`src/sv/wisp_ram.sv`:
```
// Generic single-port-write, registered-read RAM.
module wisp_ram #(
  parameter int Width = 8,
  parameter int Depth = 64
) (
  input  logic                     clk,
  input  logic                     we,
  input  logic [$clog2(Depth)-1:0] waddr,
  input  logic [Width-1:0]         wdata,
  input  logic [$clog2(Depth)-1:0] raddr,
  output logic [Width-1:0]         rdata
);
  logic [Width-1:0] mem [Depth];

  always_ff @(posedge clk) begin
    if (we) mem[waddr] <= wdata;
    rdata <= mem[raddr];
  end
endmodule
```
`config.mk`:
```
export PLATFORM = sky130hd
export DESIGN_NAME = wisp_ram
export DESIGN_NICKNAME = d
export VERILOG_FILES = /design/src/sv/wisp_ram.sv
export SDC_FILE = /design/constraint.sdc
export NUM_CORES = 1
export LEC_CHECK = 0
export BUFFER_PORTS_ARGS = -buffer_cell sky130_fd_sc_hd__clkbuf_2
export CAP_MARGIN = 10
export CORE_MARGIN = 2
export CORE_UTILIZATION = 30
export DETAILED_ROUTE_END_ITERATION = 8
export GPL_ROUTABILITY_DRIVEN = 1
export GPL_TIMING_DRIVEN = 0
export HOLD_SLACK_MARGIN = 0.12
export SYNTH_ARGS = -nofsm -noshare
export SYNTH_HDL_FRONTEND = slang
export SYNTH_SLANG_ARGS = --single-unit
```
`constraint.sdc`:
```
create_clock -name clk -period 2.8 [get_ports clk]
set_clock_uncertainty 0.15 [all_clocks]
set_input_delay 0.28 -clock clk [delete_from_list [all_inputs] [get_ports clk]]
set_output_delay 0.28 -clock clk [all_outputs]
set_load 0.05 [all_outputs]
```
==> results of run 1 <==
stage by stage:
| stage | hold WS, ns | instances | instance area (um^2) | TNS (ns) | util [%] |
|---|---|---|---|---|---|
| 4_1_cts | 0.129 | 1933 | 23100 | 0 | 34.6 |
| 3_5_place_dp | 0.638 | 1840 | 21500 | -4.67 | 32.1 |
| 5_1_grt | 0.171 | 1941 | 23200 | 0 | 34.8 |
| 3_3_place_gp | 0.631 | 1834 | 21400 | -3.21 | 32.0 |
| 2_1_floorplan | 0.229 | 940 | 20200 | 0 | - |
| 6_report | 0.119 | 1943 | 23200 | 0 | 34.8 |
power by group through the flow:
| stage | registers (uW) | clock network, uW | logic [uW] |
|---|---|---|---|
| final | 8640 | 6750 | 934 |
| after global placement | 8810 | 0 | 890 |
| after detailed placement | 8810 | 0 | 917 |
| after global routing | 8640 | 7180 | 984 |
| after floorplan | 8850 | 0 | 459 |
| after CTS | 8640 | 6870 | 925 |
kinds of logic after synthesis:
group	after synthesis	share of synthesized area, %
AOI/OAI and AO/OA	54	2.07
and+or+nand+nor	153	3.39
DFF	520	77.0
buffers and inverters	51	1.57
muxes	162	15.9
worst max-delay path: cells and delay by family:
family / cells / cell delay, ns
AND/OR/NAND/NOR: 1 / 0.21
buffers and inverters: 3 / 1.37
AO/OA/AOI/OAI: 3 / 0.80
multiplexers: 1 / 0.39
layer usage:
metal | GRT usage (%) | vias up
li1 | - | 4116
met1 | 19.3 | 5200
met2 | 22.0 | 419
met3 | 3.60 | 84
met4 | 3.91 | 4
met5 | 0 | -
cell type report:
class	instances	area, um^2
well taps	873	1090
fillers	6170	43600
plain buffers	51	317
clock inverters	25	245
clock buffers	67	1390
flip-flops and latches	520	15500
multi-input cells	369	4330
repair buffers	36	330
diodes	2	5.00
synthesized netlist by cell type, types with 3 or more instances:
library cell / number / area, um^2
o221ai_1: 8 / 70.1
o2bb2ai_1: 3 / 26.3
nand2b_1: 7 / 43.8
a21oi_1: 3 / 15.0
nand2_1: 19 / 71.3
a22oi_1: 3 / 22.5
a221oi_1: 6 / 52.6
mux2_2: 13 / 146
nand3b_1: 3 / 22.5
nand3_1: 13 / 65.1
buf_6: 4 / 45.0
o22ai_1: 8 / 50.1
nor2b_1: 14 / 87.6
mux4_2: 126 / 2840
dfxtp_1: 8 / 160
buf_4: 13 / 97.6
nor2_1: 83 / 312
o2111ai_1: 3 / 26.3
clkbuf_1: 17 / 63.8
edfxtp_1: 512 / 15400
mux2i_1: 23 / 230
a211oi_1: 4 / 30.0
buf_2: 11 / 55.1
nor3_1: 7 / 35.0
buf_1: 4 / 15.0
final timing paths:
| path | start | end | slack (ns) |
|---|---|---|---|
| min | wdata[2] | mem[20][2] | 0.12 |
| max | raddr[1] | rdata[7] | 0.1 |
| min reg2reg | mem[30][4] | rdata[4] | 0.71 |
| max reg2reg | mem[16][4] | rdata[4] | 0.48 |
repair_timing:
action / CTS / global route
hold buffers: 1 / 4
resized for setup: 2 / 0
endpoints found under the setup margin: 2 / 0
hold endpoints to repair: 2 / 58
flip-flops by register name, indices dropped and copies added (netlist names):
| name | flops |
|---|---|
| rdata | 8 |
| mem | 512 |
==> flow_metrics.env, run 1 <==
export IMPL_p_seq_share_pct=52.9
export IMPL_antenna_found_initial=2
export IMPL_start_util_pct=30.2
export IMPL_dieArea_um2=69300
export IMPL_relSlewSlack_pct=30.6
export IMPL_io_pins=30
export IMPL_cts_sinks=520
export IMPL_postSynthCellCount=940
export IMPL_clock_power_share_pct=41.4
export IMPL_synth_seq_cells=520
export IMPL_dr_total_vias=9823
export IMPL_power_density_nw_per_um2=702
export IMPL_status="finished clean"
export IMPL_via_per_inst=5.06
export IMPL_cts_buffers=50
export IMPL_fmax_ghz=0.370
export IMPL_first_pass_iters=5
export IMPL_root_buffer="clkbuf_16"
export IMPL_clk_path_buf_depth=3
export IMPL_drtIter0Drc=1212
export IMPL_yosysSeqAreaShare_pct=77.0
export IMPL_p_total_uw=16300
export IMPL_maxSlewViolCount=0
export IMPL_synth_edff_count=512
export IMPL_die_h_um=263
export IMPL_crit_required_ns=3.16
export IMPL_gp_congestion=0.841
export IMPL_final_setup_worst_slack_ns=0.0974
export IMPL_crit_arrival_ns=3.06
export IMPL_worstRegToRegCells=5
export IMPL_final_common_cell="edfxtp_1"
export IMPL_slowest_delay_ns=0.82
export IMPL_grt_pass1_vias=9937
export IMPL_hp_class="in -> reg"
export IMPL_p_comb_share_pct=5.7
export IMPL_critPathLaunchType="input port"
export IMPL_crit_type="in -> reg"
export IMPL_yosys_warnings=0
export IMPL_clk_latency_ns=0.60
export IMPL_power_switching_uw=3450
export IMPL_htreeDepth=2
export IMPL_grt_overflow_total=0
export IMPL_grt_pass1_wl_um=69800
export IMPL_area_growth_pct=15.2
export IMPL_postCtsSetupBuffers=0
export IMPL_wl_met3_um=4070
export IMPL_ys_async_sr_fraction_pct=0
export IMPL_drive_above_1_share_pct=25.7
export IMPL_ir_drop_mv=0.450
export IMPL_std_cell_rows=95
export IMPL_cp_cell_sequence="buf_4 -> buf_2 -> buf_1 -> mux4_2 -> o22ai_1 -> o21ai_0 -> o311ai_1 -> nand2_1"
export IMPL_clkTransAtPathRegs_ns=0.06
export IMPL_internal_power_uw=12900
export IMPL_final_antenna_net_count=0
export IMPL_synthFlopType="edfxtp_1"
export IMPL_synth_avg_cell_area_um2=21.5
export IMPL_hold_violations=0
export IMPL_period_share_pct=96.5
export IMPL_drv_cap=0
export IMPL_p_leak_uw=0.00712
export IMPL_nets=1050
export IMPL_grt_max_degree=65
export IMPL_tightest_slew_ns=1.04
export IMPL_dp_slack_ns=-0.635
export IMPL_dp_hpwl_um=31600
export IMPL_finalSetupViolCount=0
export IMPL_netlist_area_um2=20200
export IMPL_routed_top_layer="met5"
export IMPL_layout_common_cells="512 x edfxtp_1, 126 x mux4_2, 83 x nor2_1"
export IMPL_dr_wl_met2_um=22400
export IMPL_min_path_cells=1
export IMPL_die_x_um=263
export IMPL_port_buffers=21
export IMPL_met1Wirelength_um=20700
export IMPL_worstPathMaxFanout=10
export IMPL_cts_tree="yes"
export IMPL_coreArea_um2=66800
export IMPL_endpoint_kind="flop"
export IMPL_synth_cell_types=40
export IMPL_grt_usage_pct=14.0
export IMPL_syn_num_nets=962
export IMPL_wire_per_inst_um=24.9
export IMPL_worst_path_max_delay_cell="buf_1"
export IMPL_p_sw_share_pct=21.1
export IMPL_wirelength_um=48400
export IMPL_rsz0062_at_grt="no"
export IMPL_finalCriticalPeriod_ns=2.70
export IMPL_drc_errors=0
No activity file was read; power rests on OpenSTA's default activity.
==> run 2: changes to the inputs <==
--- a/config.mk
+++ b/config.mk
@@ -8,11 +8,13 @@
 export BUFFER_PORTS_ARGS = -buffer_cell sky130_fd_sc_hd__clkbuf_2
 export CAP_MARGIN = 10
 export CORE_MARGIN = 2
-export CORE_UTILIZATION = 30
+export CORE_UTILIZATION = 60
+export CTS_CLUSTER_DIAMETER = 200
 export DETAILED_ROUTE_END_ITERATION = 8
 export GPL_ROUTABILITY_DRIVEN = 1
 export GPL_TIMING_DRIVEN = 0
 export HOLD_SLACK_MARGIN = 0.12
+export PLACE_DENSITY = 0.76
 export SYNTH_ARGS = -nofsm -noshare
 export SYNTH_HDL_FRONTEND = slang
 export SYNTH_SLANG_ARGS = --single-unit
==> flow_metrics.env, run 2 (synthesis results as in run 1) <==
export IMPL_finalCriticalPeriod_ns=2.64
export IMPL_diodes=0
export IMPL_regMostFlops="mem"
export IMPL_largest_reg_flops=512
export IMPL_drtIter0Drc=1460
export IMPL_rr_endpoint="rdata[3]"
export IMPL_dp_slack_ns=-0.453
export IMPL_die_h_um=187
export IMPL_antenna_found_initial=2
export IMPL_grt_pass1_vias=9925
export IMPL_hold_violations=0
export IMPL_cts_tree="yes"
export IMPL_grt_usage_pct=27.2
export IMPL_fmax_ghz=0.379
export IMPL_power_switching_uw=3440
export IMPL_tightest_slew_ns=1.02
export IMPL_nets=1049
export IMPL_grt_pass1_wl_um=67600
export IMPL_period_share_pct=94.2
export IMPL_p_comb_share_pct=5.8
export IMPL_start_util_pct=60.6
export IMPL_crit_arrival_ns=2.88
export IMPL_final_antenna_net_count=0
export IMPL_root_buffer="clkbuf_16"
export IMPL_crit_required_ns=3.04
export IMPL_path_depth=7
export IMPL_power_density_nw_per_um2=714
export IMPL_final_setup_worst_slack_ns=0.162
export IMPL_clk_path_buf_depth=3
export IMPL_rsz0062_at_grt="no"
export IMPL_clock_power_share_pct=40.9
export IMPL_std_cell_rows=67
export IMPL_area_growth_pct=12.6
export IMPL_io_pins=30
export IMPL_cp_cell_sequence="buf_2 -> buf_4 -> clkbuf_1 -> buf_2 -> o221ai_1 -> o21a_1 -> o41ai_1"
export IMPL_drc_errors=0
export IMPL_p_total_uw=16200
export IMPL_dp_cells=1410
export IMPL_coreArea_um2=33300
export IMPL_finalSetupViolCount=0
export IMPL_cts_sinks=520
export IMPL_reg_top3="mem x512, rdata x8"
export IMPL_dr_total_vias=10200
export IMPL_internal_power_uw=12800
export IMPL_slowest_delay_ns=0.65
export IMPL_r2r_start="mem[3][3]"
export IMPL_drive_above_1_share_pct=26.1
export IMPL_stdcell_count=1517
export IMPL_final_common_cell="edfxtp_1"
export IMPL_die_x_um=187
export IMPL_critPathLaunchType="input port"
export IMPL_maxSlewViolCount=0
export IMPL_relSlewSlack_pct=31.6
export IMPL_crit_type="in -> reg"
export IMPL_hp_class="in -> reg"
export IMPL_min_path_cells=1
export IMPL_cp_endpoint="rdata[5]"
export IMPL_grt_max_degree=65
export IMPL_worst_path_max_delay_cell="clkbuf_1"
export IMPL_clkTransAtPathRegs_ns=0.06
export IMPL_postCtsSetupBuffers=0
export IMPL_dp_hpwl_um=28600
export IMPL_cp_common_cell="buf_2"
export IMPL_gp_congestion=0.940
export IMPL_p_leak_uw=0.00714
export IMPL_cts_buffers=50
export IMPL_dieArea_um2=35100
export IMPL_first_pass_iters=5
export IMPL_htreeDepth=2
export IMPL_finish_utilization_pct=68.2
export IMPL_endpoint_kind="flop"
export IMPL_r2r_slack_ns=0.30
export IMPL_path_delay_family="buffers and inverters"
export IMPL_critical_path_buf_inv_count=4
export IMPL_wirelength_um=47000
export IMPL_wire_per_inst_um=31.0
export IMPL_clk_latency_ns=0.58
export IMPL_p_seq_share_pct=53.3
export IMPL_via_per_inst=6.75
export IMPL_grt_overflow_total=0
export IMPL_ir_drop_mv=0.490
export IMPL_p_sw_share_pct=21.2
export IMPL_crit_start="raddr[2]"
export IMPL_status="finished clean"
export IMPL_worstRegToRegCells=4
export IMPL_port_buffers=21
export IMPL_worstPathMaxFanout=10
export IMPL_drv_cap=0
export IMPL_layout_common_cells="512 x edfxtp_1, 126 x mux4_2, 83 x nor2_1"
export IMPL_nFillCells=2052
run 2: changes by cell type in the layout (fill, tap and decap cells not counted), sizes merged:
| cell | change |
|---|---|
| clkbuf | +9 |
| buf | -5 |
| bufinv | -3 |
| clkinv | +3 |
| diode | -2 |
| clkinvlp | -1 |
| dlygate4sd3 | -1 |
| inv | -1 |
run 2: layout make-up:
| type | instances | area (um^2) | share of cell area, % |
|---|---|---|---|
| sequential | 520 | 15500 | 68.4 |
| multi-input combinational | 369 | 4320 | 19.0 |
| clock buffer | 71 | 1460 | 6.45 |
| tap | 448 | 561 | 2.47 |
| timing repair buffer | 35 | 340 | 1.50 |
| buffer | 51 | 318 | 1.40 |
| clock inverter | 23 | 161 | 0.711 |
run 2: power by group through the flow:
stage	registers (uW)	clock network [uW]	logic, uW
4_1_cts	8640	6660	893
5_1_grt	8630	6960	977
3_3_place_gp	8800	0	863
2_1_floorplan	8850	0	459
3_5_place_dp	8800	0	887
6_report	8630	6630	944
run 2: how the worst min path moves through the flow:
| stage | startpoint | end | slack [ns] |
|---|---|---|---|
| 2_1_floorplan | wdata[0] | mem[0][0] | 0.23 |
| 3_3_place_gp | raddr[5] | rdata[5] | 0.56 |
| 3_5_place_dp | raddr[5] | rdata[5] | 0.55 |
| 4_1_cts | waddr[0] | mem[49][1] | 0.21 |
| 5_1_grt | wdata[1] | mem[51][1] | 0.16 |
| 6_report | wdata[1] | mem[59][1] | 0.15 |
run 2: timing repair:
item / in CTS / in global routing
hold endpoints to repair: 3 / 47
setup endpoints to repair: 0 / 3
hold buffers: 1 / 3
gates resized for setup: 0 / 3
run 2: stage by stage:
step | hold slack (ns) | cell area, um^2 | TNS [ns]
floorplan | 0.229 | 20200 | 0
global placement | 0.560 | 20800 | -1.64
detailed placement | 0.551 | 20800 | -2.15
CTS | 0.207 | 22500 | 0
global route | 0.158 | 22700 | 0
finish | 0.147 | 22700 | 0
run 2: layer usage:
metal / share of wire [%] / global-route usage [%] / vias to the layer above
li1: - / - / 4110
met1: 39 / 40.7 / 5226
met2: 46 / 40.8 / 787
met3: 12 / 5.74 / 110
met4: 3.2 / 8.91 / 0
met5: 0 / 0 / -
